File: src/hw/rtl/qht_pkg.sv
// ----------------------------------------------------------------------------
// qht_pkg
// Shared widths, constants and item codes of the quintic homing generator.
// ----------------------------------------------------------------------------
package qht_pkg;

  // joint count and joint table addressing
  localparam int JOINTS = 32;
  localparam int JA_W   = (JOINTS > 1) ? $clog2(JOINTS) : 1;
  localparam int JI_W   = 6;

  // field widths
  localparam int POS_W  = 32;
  localparam int TIME_W = 17;
  localparam int MODE_W = 2;

  // datapath widths: 33-bit difference plus headroom, 34 x 17 product
  localparam int P_W    = 34;
  localparam int PROD_W = P_W + TIME_W;
  localparam int RND_W  = P_W + 2;

  // Q16 constants
  localparam logic [TIME_W-1:0] ONE_Q16 = TIME_W'(65536);
  localparam logic [TIME_W-1:0] STEP_RST = TIME_W'(13);
  localparam logic signed [P_W-1:0] C15 = P_W'(15 * 65536);
  localparam logic signed [RND_W-1:0] C10 = RND_W'(10 * 65536);
  localparam logic [PROD_W:0] HALF_LSB = (PROD_W+1)'(32768);

  // item codes
  typedef enum logic [MODE_W-1:0] {
    MODE_HOME  = 2'd0,
    MODE_START = 2'd1,
    MODE_TICK  = 2'd2,
    MODE_NONE  = 2'd3
  } mode_t;

endpackage

File: src/hw/rtl/quintic_homing_trajectory.sv
// Sequence: a tick runs four Horner steps for alpha (S_AMUL, S_AACC), then one result per
// joint (S_JMUL, S_JOUT), all on one shared 34x17 multiplier.
// Joint tables sit in two one-read-port RAMs.
// Throughput: one beat at a time; no beat is taken while a tick is running.
// Reset: rst_n synchronous, clears normalised time, step to 13, control state;
// joint tables are undefined until written.
// ----------------------------------------------------------------------------
// quintic_homing_trajectory
// Minimum-jerk homing: alpha by Horner's rule, then start + alpha*(home-start)
// for every joint, read from the home and start tables.
// ----------------------------------------------------------------------------
module quintic_homing_trajectory import qht_pkg::*; (
  input  logic                    clk,
  input  logic                    rst_n,
  input  logic                    cfg_we,
  input  logic [TIME_W-1:0]       cfg_wdata,
  input  logic                    in_valid,
  output logic                    in_ready,
  input  logic [MODE_W-1:0]       in_mode,
  input  logic [JI_W-1:0]         in_joint,
  input  logic signed [POS_W-1:0] in_position,
  output logic                    out_valid,
  input  logic                    out_ready,
  output logic [JI_W-1:0]         out_joint_index,
  output logic signed [POS_W-1:0] out_reference,
  output logic                    out_last_joint,
  output logic                    out_done_res
);

  typedef enum logic [4:0] {
    S_IDLE = 5'b00001,
    S_AMUL = 5'b00010,
    S_AACC = 5'b00100,
    S_JMUL = 5'b01000,
    S_JOUT = 5'b10000
  } state_t;

  state_t                    state_r, state_nxt;
  logic [TIME_W-1:0]         step_r;
  logic [TIME_W-1:0]         ntime_r, ntime_nxt;
  logic [TIME_W-1:0]         t_r;
  logic                      done_r;
  logic [TIME_W-1:0]         alpha_r;
  logic signed [P_W-1:0]     p_r;
  logic [1:0]                hstep_r;
  logic [JA_W-1:0]           j_r;
  logic [JA_W-1:0]           jcur_r;
  logic [PROD_W-1:0]         prod_r;
  logic                      neg_r;
  logic signed [POS_W-1:0]   start_r;
  logic                      out_valid_r;
  logic [JI_W-1:0]           out_joint_r;
  logic signed [POS_W-1:0]   out_ref_r;
  logic                      out_last_r;
  logic                      out_done_r;

  // joint tables
  logic signed [POS_W-1:0]   home_mem  [JOINTS];
  logic signed [POS_W-1:0]   start_mem [JOINTS];
  logic signed [POS_W-1:0]   home_rd;
  logic signed [POS_W-1:0]   start_rd;

  logic                      in_acc;
  logic                      load_ok;
  logic                      out_free;
  logic                      jlast;
  logic [TIME_W:0]           tsum;
  logic signed [P_W-1:0]     mul_a;
  logic [P_W-1:0]            mul_a_mag;
  logic [TIME_W-1:0]         mul_b;
  logic [PROD_W-1:0]         prod;
  logic [RND_W-1:0]          rnd_mag;
  logic signed [RND_W-1:0]   rnd;
  logic signed [RND_W-1:0]   p_acc;
  logic signed [RND_W-1:0]   ref_sum;

  assign in_ready = (state_r == S_IDLE);
  assign in_acc   = in_valid && in_ready;
  assign load_ok  = ({1'b0, in_joint} < (JI_W+1)'(JOINTS));
  assign out_free = !out_valid_r || out_ready;
  assign jlast    = (jcur_r == JA_W'(JOINTS - 1));

  // table writes from load beats, reads at the joint counter
  always_ff @(posedge clk) begin
    if (in_acc && load_ok && (in_mode == MODE_HOME)) begin
      home_mem[in_joint[JA_W-1:0]] <= in_position;
    end
    home_rd <= home_mem[j_r];
  end

  always_ff @(posedge clk) begin
    if (in_acc && load_ok && (in_mode == MODE_START)) begin
      start_mem[in_joint[JA_W-1:0]] <= in_position;
    end
    start_rd <= start_mem[j_r];
  end

  // shared multiplier: magnitude of a signed operand times an unsigned Q16 value
  always_comb begin
    if (state_r == S_JMUL) begin
      mul_a = P_W'($signed({home_rd[POS_W-1], home_rd}) -
                   $signed({start_rd[POS_W-1], start_rd}));
      mul_b = alpha_r;
    end else begin
      mul_a = p_r;
      mul_b = t_r;
    end
    mul_a_mag = mul_a[P_W-1] ? P_W'(-mul_a) : P_W'(mul_a);
    prod      = PROD_W'(mul_a_mag) * PROD_W'(mul_b);
  end

  // round to nearest, ties away from zero, then apply the sign
  always_comb begin
    rnd_mag = RND_W'(((PROD_W+1)'(prod_r) + HALF_LSB) >> 16);
    rnd     = neg_r ? -$signed(rnd_mag) : $signed(rnd_mag);
    p_acc   = (hstep_r == 2'd0) ? (rnd + C10) : rnd;
    ref_sum = RND_W'(start_r) + rnd;
  end

  // normalised time: saturating advance on a tick, clear on a start load
  always_comb begin
    tsum      = (TIME_W+1)'(ntime_r) + (TIME_W+1)'(step_r);
    ntime_nxt = ntime_r;
    if (in_acc && (in_mode == MODE_START)) begin
      ntime_nxt = '0;
    end else if (in_acc && (in_mode == MODE_TICK) && (ntime_r < ONE_Q16)) begin
      ntime_nxt = (tsum > (TIME_W+1)'(ONE_Q16)) ? ONE_Q16 : TIME_W'(tsum);
    end
  end

  // sequencer
  always_comb begin
    state_nxt = state_r;
    case (state_r)
      S_IDLE: begin
        if (in_acc && (in_mode == MODE_TICK)) begin
          state_nxt = S_AMUL;
        end
      end
      S_AMUL: state_nxt = S_AACC;
      S_AACC: state_nxt = (hstep_r == 2'd3) ? S_JMUL : S_AMUL;
      S_JMUL: state_nxt = S_JOUT;
      S_JOUT: begin
        if (out_free) begin
          state_nxt = jlast ? S_IDLE : S_JMUL;
        end
      end
      default: state_nxt = S_IDLE;
    endcase
  end

  function automatic logic jlast_next(input logic [JA_W-1:0] j);
    return (j == JA_W'(JOINTS - 1));
  endfunction

  // control registers
  always_ff @(posedge clk) begin
    if (!rst_n) begin
      state_r     <= S_IDLE;
      step_r      <= STEP_RST;
      ntime_r     <= '0;
      out_valid_r <= 1'b0;
      hstep_r     <= '0;
      j_r         <= '0;
    end else begin
      state_r <= state_nxt;
      ntime_r <= ntime_nxt;
      if (cfg_we) begin
        step_r <= cfg_wdata;
      end
      // output slot
      if ((state_r == S_JOUT) && out_free) begin
        out_valid_r <= 1'b1;
      end else if (out_ready) begin
        out_valid_r <= 1'b0;
      end
      // horner step count
      if (state_r == S_IDLE) begin
        hstep_r <= '0;
      end else if (state_r == S_AACC) begin
        hstep_r <= hstep_r + 2'd1;
      end
      // joint read address
      if (in_acc && (in_mode == MODE_TICK)) begin
        j_r <= '0;
      end else if ((state_r == S_JMUL) && !jlast_next(j_r)) begin
        j_r <= j_r + JA_W'(1);
      end
    end
  end

  // datapath registers
  always_ff @(posedge clk) begin
    // tick setup: snapshot time and start horner with 6t - 15
    if (in_acc && (in_mode == MODE_TICK)) begin
      t_r    <= ntime_r;
      done_r <= (ntime_r >= ONE_Q16);
      p_r    <= $signed(P_W'(ntime_r) * P_W'(6)) - C15;
    end else if (state_r == S_AACC) begin
      p_r <= P_W'(p_acc);
    end
    // clamp alpha to [0, 1] after the last horner step
    if ((state_r == S_AACC) && (hstep_r == 2'd3)) begin
      if (p_acc < 0) begin
        alpha_r <= '0;
      end else if (p_acc > $signed(RND_W'(ONE_Q16))) begin
        alpha_r <= ONE_Q16;
      end else begin
        alpha_r <= TIME_W'(p_acc);
      end
    end
    // product register
    if ((state_r == S_AMUL) || (state_r == S_JMUL)) begin
      prod_r <= prod;
      neg_r  <= mul_a[P_W-1];
    end
    if (state_r == S_JMUL) begin
      start_r <= start_rd;
      jcur_r  <= j_r;
    end
    // result beat
    if ((state_r == S_JOUT) && out_free) begin
      out_joint_r <= JI_W'(jcur_r);
      out_ref_r   <= POS_W'(ref_sum);
      out_last_r  <= jlast;
      out_done_r  <= done_r;
    end
  end

  assign out_valid       = out_valid_r;
  assign out_joint_index = out_joint_r;
  assign out_reference   = out_ref_r;
  assign out_last_joint  = out_last_r;
  assign out_done_res    = out_done_r;

endmodule
File: config.mk
export PLATFORM = sky130hd
export DESIGN_NAME = quintic_homing_trajectory
export DESIGN_NICKNAME = d
export VERILOG_FILES = /design/src/hw/rtl/qht_pkg.sv /design/src/hw/rtl/quintic_homing_trajectory.sv
export SDC_FILE = /design/constraint.sdc
export NUM_CORES = 2
export LEC_CHECK = 0
export BUFFER_PORTS_ARGS = -buffer_cell sky130_fd_sc_hd__buf_4
export CELL_PAD_IN_SITES_DETAIL_PLACEMENT = 0
export CELL_PAD_IN_SITES_GLOBAL_PLACEMENT = 1
export CORE_UTILIZATION = 30
export CTS_BUF_LIST = sky130_fd_sc_hd__clkbuf_8
export DETAILED_ROUTE_END_ITERATION = 10
export HOLD_SLACK_MARGIN = 0.05
export PLACE_DENSITY = 0.45
export SLEW_MARGIN = 25
export SYNTH_ARGS = -nofsm -noshare
export SYNTH_HDL_FRONTEND = slang
export SYNTH_SLANG_ARGS = --single-unit
File: constraint.sdc
create_clock -name clk -period 13.1 [get_ports clk]
set_clock_uncertainty 0.1 [all_clocks]
set_input_delay 2.62 -clock clk [delete_from_list [all_inputs] [get_ports clk]]
set_output_delay 2.62 -clock clk [all_outputs]
set_load 0.005 [all_outputs]
* Word-level counts from Yosys, hierarchy flattened *
Memories as Yosys holds them, arrays and structs flattened. A register that Yosys moved wholly into a read port is not among the register bits.
Index checks and enable logic that the tools add are counted.
Widths: inputs -> output; s select.

cells by class
  add/sub/neg operators = 10
  multipliers = 2
  magnitude comparators = 6
  eq/ne operators = 12
  muxes and demuxes = 20
  bitwise operators = 1
  reductions and logical operators = 23

operators by type and width
  cell                    count
  $mux 34                 4
  $mux 36                 2
  $add 51x16->52 const B  1
  $mul 34x17->51          1
  $mux 17                 3
  $add 36x21->36 const B  1
  $gt 36x18->1 const B    1
  $lt 36x1->1 const B     1
  $neg 36->36             1
  $neg 34->34             1
  $sub 32x32->33          1
  $add 32x32->32          1
  $pmux 5 s5              1
  $sub 20x20->21 const B  1
  $mul 17x2->19 const B   1
  $add 17x17->18          1
  $gt 18x17->1 const B    1
  $ge 17x17->1 const B    1
  $lt 17x17->1 const B    1
  $eq 5x5->1 const B      3
  $logic_and 1x1->1       10
  $mux 5                  2
  $mux 4                  2
  $reduce_or 2->1         4
  other kinds (18)        28

storage, ports and cells
  bits in registers = 244
  bits in writable memories = 2048
  input port bits = 62
  output and inout port bits = 42
  word-level logic and storage cells = 95
  memories = 2

memories
  name       depth  bits a word  read ports  clocked after Yosys merged registers in  write ports  RTL line                         source
  home_mem   32     32           1           1                                        1            quintic_homing_trajectory.sv:58  logic signed [POS_W-1:0] home_mem [JOINTS];
  start_mem  32     32           1           1                                        1            quintic_homing_trajectory.sv:59  logic signed [POS_W-1:0] start_mem [JOINTS];

* Longest topological paths before layout *
  depth in word-level cells = 7
  depth in mapped cells = 47

* Least setup slack after synthesis *
No wires, ideal clock.

  kind = reg-to-reg
  start = register state_r[1]
  end = register prod_r[43] (data pin)
  library setup time = 260 ps
  arrival time = 10821 ps
  required time = 12740 ps
  setup slack = 1919 ps
  cell stages (with the launch flop) = 46
  path buffers = 7
  period minus slack after synthesis = 11181 ps
  cell sequence = dfxtp_1 > nor2_1 > nand3_1 > clkbuf_1 > clkbuf_1 > clkbuf_1 > buf_1 > buf_1 > clkbuf_1 > o21ai_1 > clkinv_1 > ha_1 > nand2_1 > or2_2 > or3_1 > nor4_1 > nand4_1 > o21ai_0 > [... 10 more ...] > fa_1 > inv_1 > fa_1 > inv_1 > ha_1 > o21a_1 > o21ai_0 > nand2b_1 > a21oi_1 > nor2_1 > o21ai_0 > nand2_1 > a41o_1 > and4_1 > a2111oi_0 > o21ai_0 > a21oi_1 > xnor2_1

on the way
  cells in the longest elaborated chain, start to end = 5
  elaborated cells on any way between the ends = 6

RTL lines
  element                   RTL line                          source
  start: declaration        quintic_homing_trajectory.sv:38   state_t state_r, state_nxt;
  start signal: assignment  quintic_homing_trajectory.sv:166  state_r <= state_nxt;
  $eq 5x4->1 (*)            quintic_homing_trajectory.sv:100  if (state_r == S_JMUL) begin
  $mux 34                   quintic_homing_trajectory.sv:100
  $neg 34->34               quintic_homing_trajectory.sv:108  mul_a_mag = mul_a[P_W-1] ? P_W'(-mul_a) : P_W'(mul_a);
  $mux 34                   quintic_homing_trajectory.sv:108
  $mul 34x17->51 (*)        quintic_homing_trajectory.sv:109  prod = PROD_W'(mul_a_mag) * PROD_W'(mul_b);
  via prod[43]              quintic_homing_trajectory.sv:71   logic [PROD_W-1:0] prod;
  end signal: assignment    quintic_homing_trajectory.sv:214  prod_r <= prod;
  end: declaration          quintic_homing_trajectory.sv:48   logic [PROD_W-1:0] prod_r;

Mark *: on every way through the listed nets, which the timed path passes. The rest lies on a longest branch.
A chain may end at the register's enable or synchronous reset.

* Worst setup path in the final report *
  start = register start_rd[2] (read register of start_mem)
  end = register prod_r[45] (data pin)

on the way
  cells in the longest elaborated chain, start to end = 5

RTL lines
  element             RTL line                          source
  start: declaration  quintic_homing_trajectory.sv:61   logic signed [POS_W-1:0] start_rd;
  $sub 32x32->33 (*)  quintic_homing_trajectory.sv:101  mul_a = P_W'($signed({home_rd[POS_W-1], home_rd}) -
  $mux 34 (*)         quintic_homing_trajectory.sv:100
  $neg 34->34         quintic_homing_trajectory.sv:108
  $mux 34 (*)         quintic_homing_trajectory.sv:108
  $mul 34x17->51 (*)  quintic_homing_trajectory.sv:109
  via prod[45]        quintic_homing_trajectory.sv:71

Marked as above.

==> metrics.md <==
| Metric | Value |
|---|---|
| R2R setup slack | 1.44 ns |
| CP max FO | 12 |
| Fin. Hold Viols | 0 |
| Reg2reg path depth | 37 |
| # rows | 225 |
| Hold Buf Count CTS | 0 |
| RSZ-0062 raised after global routing | no |
| Cell Area, Synth | 0.113 mm2 |
| Post-synthesis mux area share | 13.8% |
| XOR/XNOR share of the synthesized area | 1.73% |
| Most frequent cell after synthesis | edfxtp_1 |
| Clk network pwr share | 18.4% |
| Pwr/cell area | 261 mW/mm2 |
| Synth top cells by count | edfxtp_1, inv_1, mux4_2 |
| CTS tree | done |
| Switch share | 42.5% |
| Slowest stage delay, CP | 0.78 ns |
| Min-Delay Endpoint | start_r[0] |
| Area leader, netlist | edfxtp_1 |
| Clk_lat worst skew | 1.02 ns |
| Die width | 617 um |
| Max Root-Sink Buffers | 4 |
| FF+latch count, synth | 2341 |
| WL final | 367000 um |
| Hold wc startpoint | start_rd[0] |
| Synth Net Count | 7741 |
| Type of the worst min-delay path | register to register |
| Synth Area in Simple Gates | 6.06% |
| Clock-pin slew on the worst setup and hold paths | 0.06 ns |
| Adder-Cell Fraction of Synth Area | 11.1% |
| Largest family of logic cells by synthesized area | multiplexers |
| Post-CTS Resized | 0 |
| Ranking of synthesized cells by area | edfxtp_1, mux4_2, fa_1, ha_1, inv_1 |
| Pre-antenna DRT Iters | 5 |
| Core area | 0.376 mm2 |
| Static leakage | 0.0441 uW |
| Post-synthesis cell count | 6960 |
| Setup CP Type | register to register |
| Relative max-transition margin | 32.2% |
| Largest delay share family, worst path | adder cells |
| WL/cell | 28.9 um |
| Final HPWL DP | 231000 um |
| Switching power | 14300 uW |
| Initial antenna violation count | 35 |
| Worst path most repeated cell | fa_1 |
| Global-route wire length before repair | 518000 um |
| Most used routing layer | met2 |
| Power Internal | 19300 uW |
| Sequential area share after synthesis | 61.0% |
| Post-route ant nets | 0 |
| Dominant synthesized flop cell | edfxtp_1 |
| GR Util met3 | 2.46% |
| F_max | 85.8 MHz |
| Share of layout cells above drive strength 1 | 21.6% |
| CP Capture Type | register |
| Worst flop-to-flop path startpoint | start_rd[2] |
| Root buffer cell | clkbuf_8 |
| Logic gate share of total power | 53.9% |
| Die footprint | 0.381 mm2 |
| Via count | 62200 |
| Worst Max-Slew Pin Slew | 1.01 ns |
| Hold-critical path depth | 0 |
| Final Setup Violations | 0 |
| CP required | 13.75 ns |
| Starting density of the core | 30.2% |
| Ys async rst share | 0% |
| Area Growth Syn to Fin | 13.6% |
| CTS HTree Levels | 5 |
| Critical path's slowest cell | nor4_1 |
| Status | completed |
| GPL Wtd Cong | 0.783 |
| Num CTS Buffers | 403 |
| CP Launch Type | register |
| Minimum clock period | 11.66 ns |
| Clock Sinks | 2341 |
| Nets | 8140 |
| Grt total ovfl | 0 |
| R2R Path End | prod_r[45] |
| Drt drc | 0 |
| Synth top area share | 59.0% |
| Mean Syn Cell Area | 16.3 um2 |
| Final Total Pwr | 33600 uW |
| Post-synth EDFFs | 2230 |
| Critical path arrival | 12.30 ns |
| Die H | 617 um |
| Compound-Gate Fraction of Synth Area | 3.10% |
| # IOs | 104 |
| # port buffers | 102 |
| DRT iter0 DRCs | 4333 |
| Vias per cell | 4.90 |
| Synth cell types | 107 |
| Peak supply drop | 0.807 mV |
| Sequential share of power | 27.8% |
| Met2 usage | 33.5% |
| Total GRT Usage | 19.2% |
| Max cap viols | 0 |
| Final setup TNS | 0 ns |
| Vias in the first global route | 66900 |
| Max Slew Vio Count | 0 |
| GR Util met1 | 25.4% |
| Tcrit/Tclk final | 89.0% |
| Post-CTS Setup Inserts | 0 |
| Synthesis Warnings | 0 |
| Pin count of the biggest net entering global routing | 94 |
| Worst Path Buf+Inv | 6 |
[per-stage QoR]
stage	hold slack, ns	util, %	cells	area, um2	setup WS [ns]
after floorplan	0.300	-	6960	113000	1.92
after global placement	0.318	32.3	11900	121000	1.05
after detailed placement	0.321	32.3	11900	121000	1.32
after CTS	0.334	34.3	12700	129000	1.32
after global routing	0.338	34.3	12700	129000	0.504
final	0.333	34.3	12700	129000	1.44
[area by class of cell]
class | count | area (um2)
diodes | 11 | 27.5
clock buffers | 432 | 5950
clock inverters | 297 | 1420
fillers | 36300 | 247000
inverters | 652 | 2450
multi-input cells | 3662 | 41200
flip-flops and latches | 2341 | 69200
well taps | 4994 | 6250
repair buffers | 299 | 2330
[worst register-to-register path, delay by kind of cell, from the launching register on]
family,cells,cell delay [ns]
flip-flops,1,0.33
AND/OR/NAND/NOR,8,2.81
adder cells (fa/ha/maj),8,3.57
AO/OA/AOI/OAI,13,2.99
buffers and inverters,6,0.77
XOR/XNOR,2,0.86
[power groups by stage]
stage / clock network, uW / registers, uW / logic (uW)
floorplan: 0 / 9460 / 12400
global placement: 0 / 9460 / 18300
detailed placement: 0 / 9470 / 18100
CTS: 6410 / 9310 / 18400
global route: 6700 / 9340 / 20600
finish: 6170 / 9330 / 18100
[cells in the final DEF, fill, tap and decap left out, types with 35 or more instances in the layout]
cell	netlist	final
edfxtp_1	2230	2230
inv_1	649	796
mux4_2	640	640
nand2_1	603	600
fa_1	481	481
clkbuf_8	0	432
buf_4	5	293
ha_1	238	238
nor2_1	301	235
xnor2_1	149	137
a21oi_1	123	123
and2_1	122	122
o21ai_0	115	115
dfxtp_1	111	106
clkinv_1	3	86
xor2_1	70	70
mux2_2	69	69
nor2_4	0	66
a21o_1	62	62
nor3_1	62	61
nand3_1	59	58
nand4_1	41	41
mux2i_1	43	40
clkinv_2	0	40
nor2b_1	37	37
nor4_1	36	35
[worst max-delay path by stage]
stage	startpoint	to	cells past startpoint
after floorplan	state_r[1]	prod_r[43]	45
after global placement	start_rd[7]	prod_r[50]	39
after detailed placement	home_rd[0]	prod_r[43]	41
after CTS	home_rd[0]	prod_r[45]	41
after global routing	start_rd[2]	prod_r[43]	37
final	start_rd[2]	prod_r[45]	37
[routing by layer]
layer  vias to the layer above  wire [um]
met5                         -        185
li1                      26900          -
met4                        28       7440
met1                     33700     161000
met2                      1151     185000
met3                       435      12800
[flip-flops by register name, summed over array words and instances, names as in the netlist]
signal	flops
state_r	5
out_joint_index	5
hstep_r	2
ntime_r	17
out_valid	1
jcur_r	5
t_r	17
out_last_joint	1
start_rd	32
start_mem	1024
done_r	1
home_mem	1024
prod_r	36
step_r	17
neg_r	1
start_r	32
j_r	5
out_reference	32
out_done_res	1
home_rd	32
alpha_r	17
p_r	34
[cells by family (layout without fill, tap and decap cells)]
kind of cell,count (synthesis),count (layout)
buf+inv,957,1680
compound gates,529,529
fa+ha+maj,719,719
mux,752,752
other cells,1,12
xor+xnor,221,221
simple gates,1440,1440
flops,2341,2341
(Power assumes the default switching activity.)
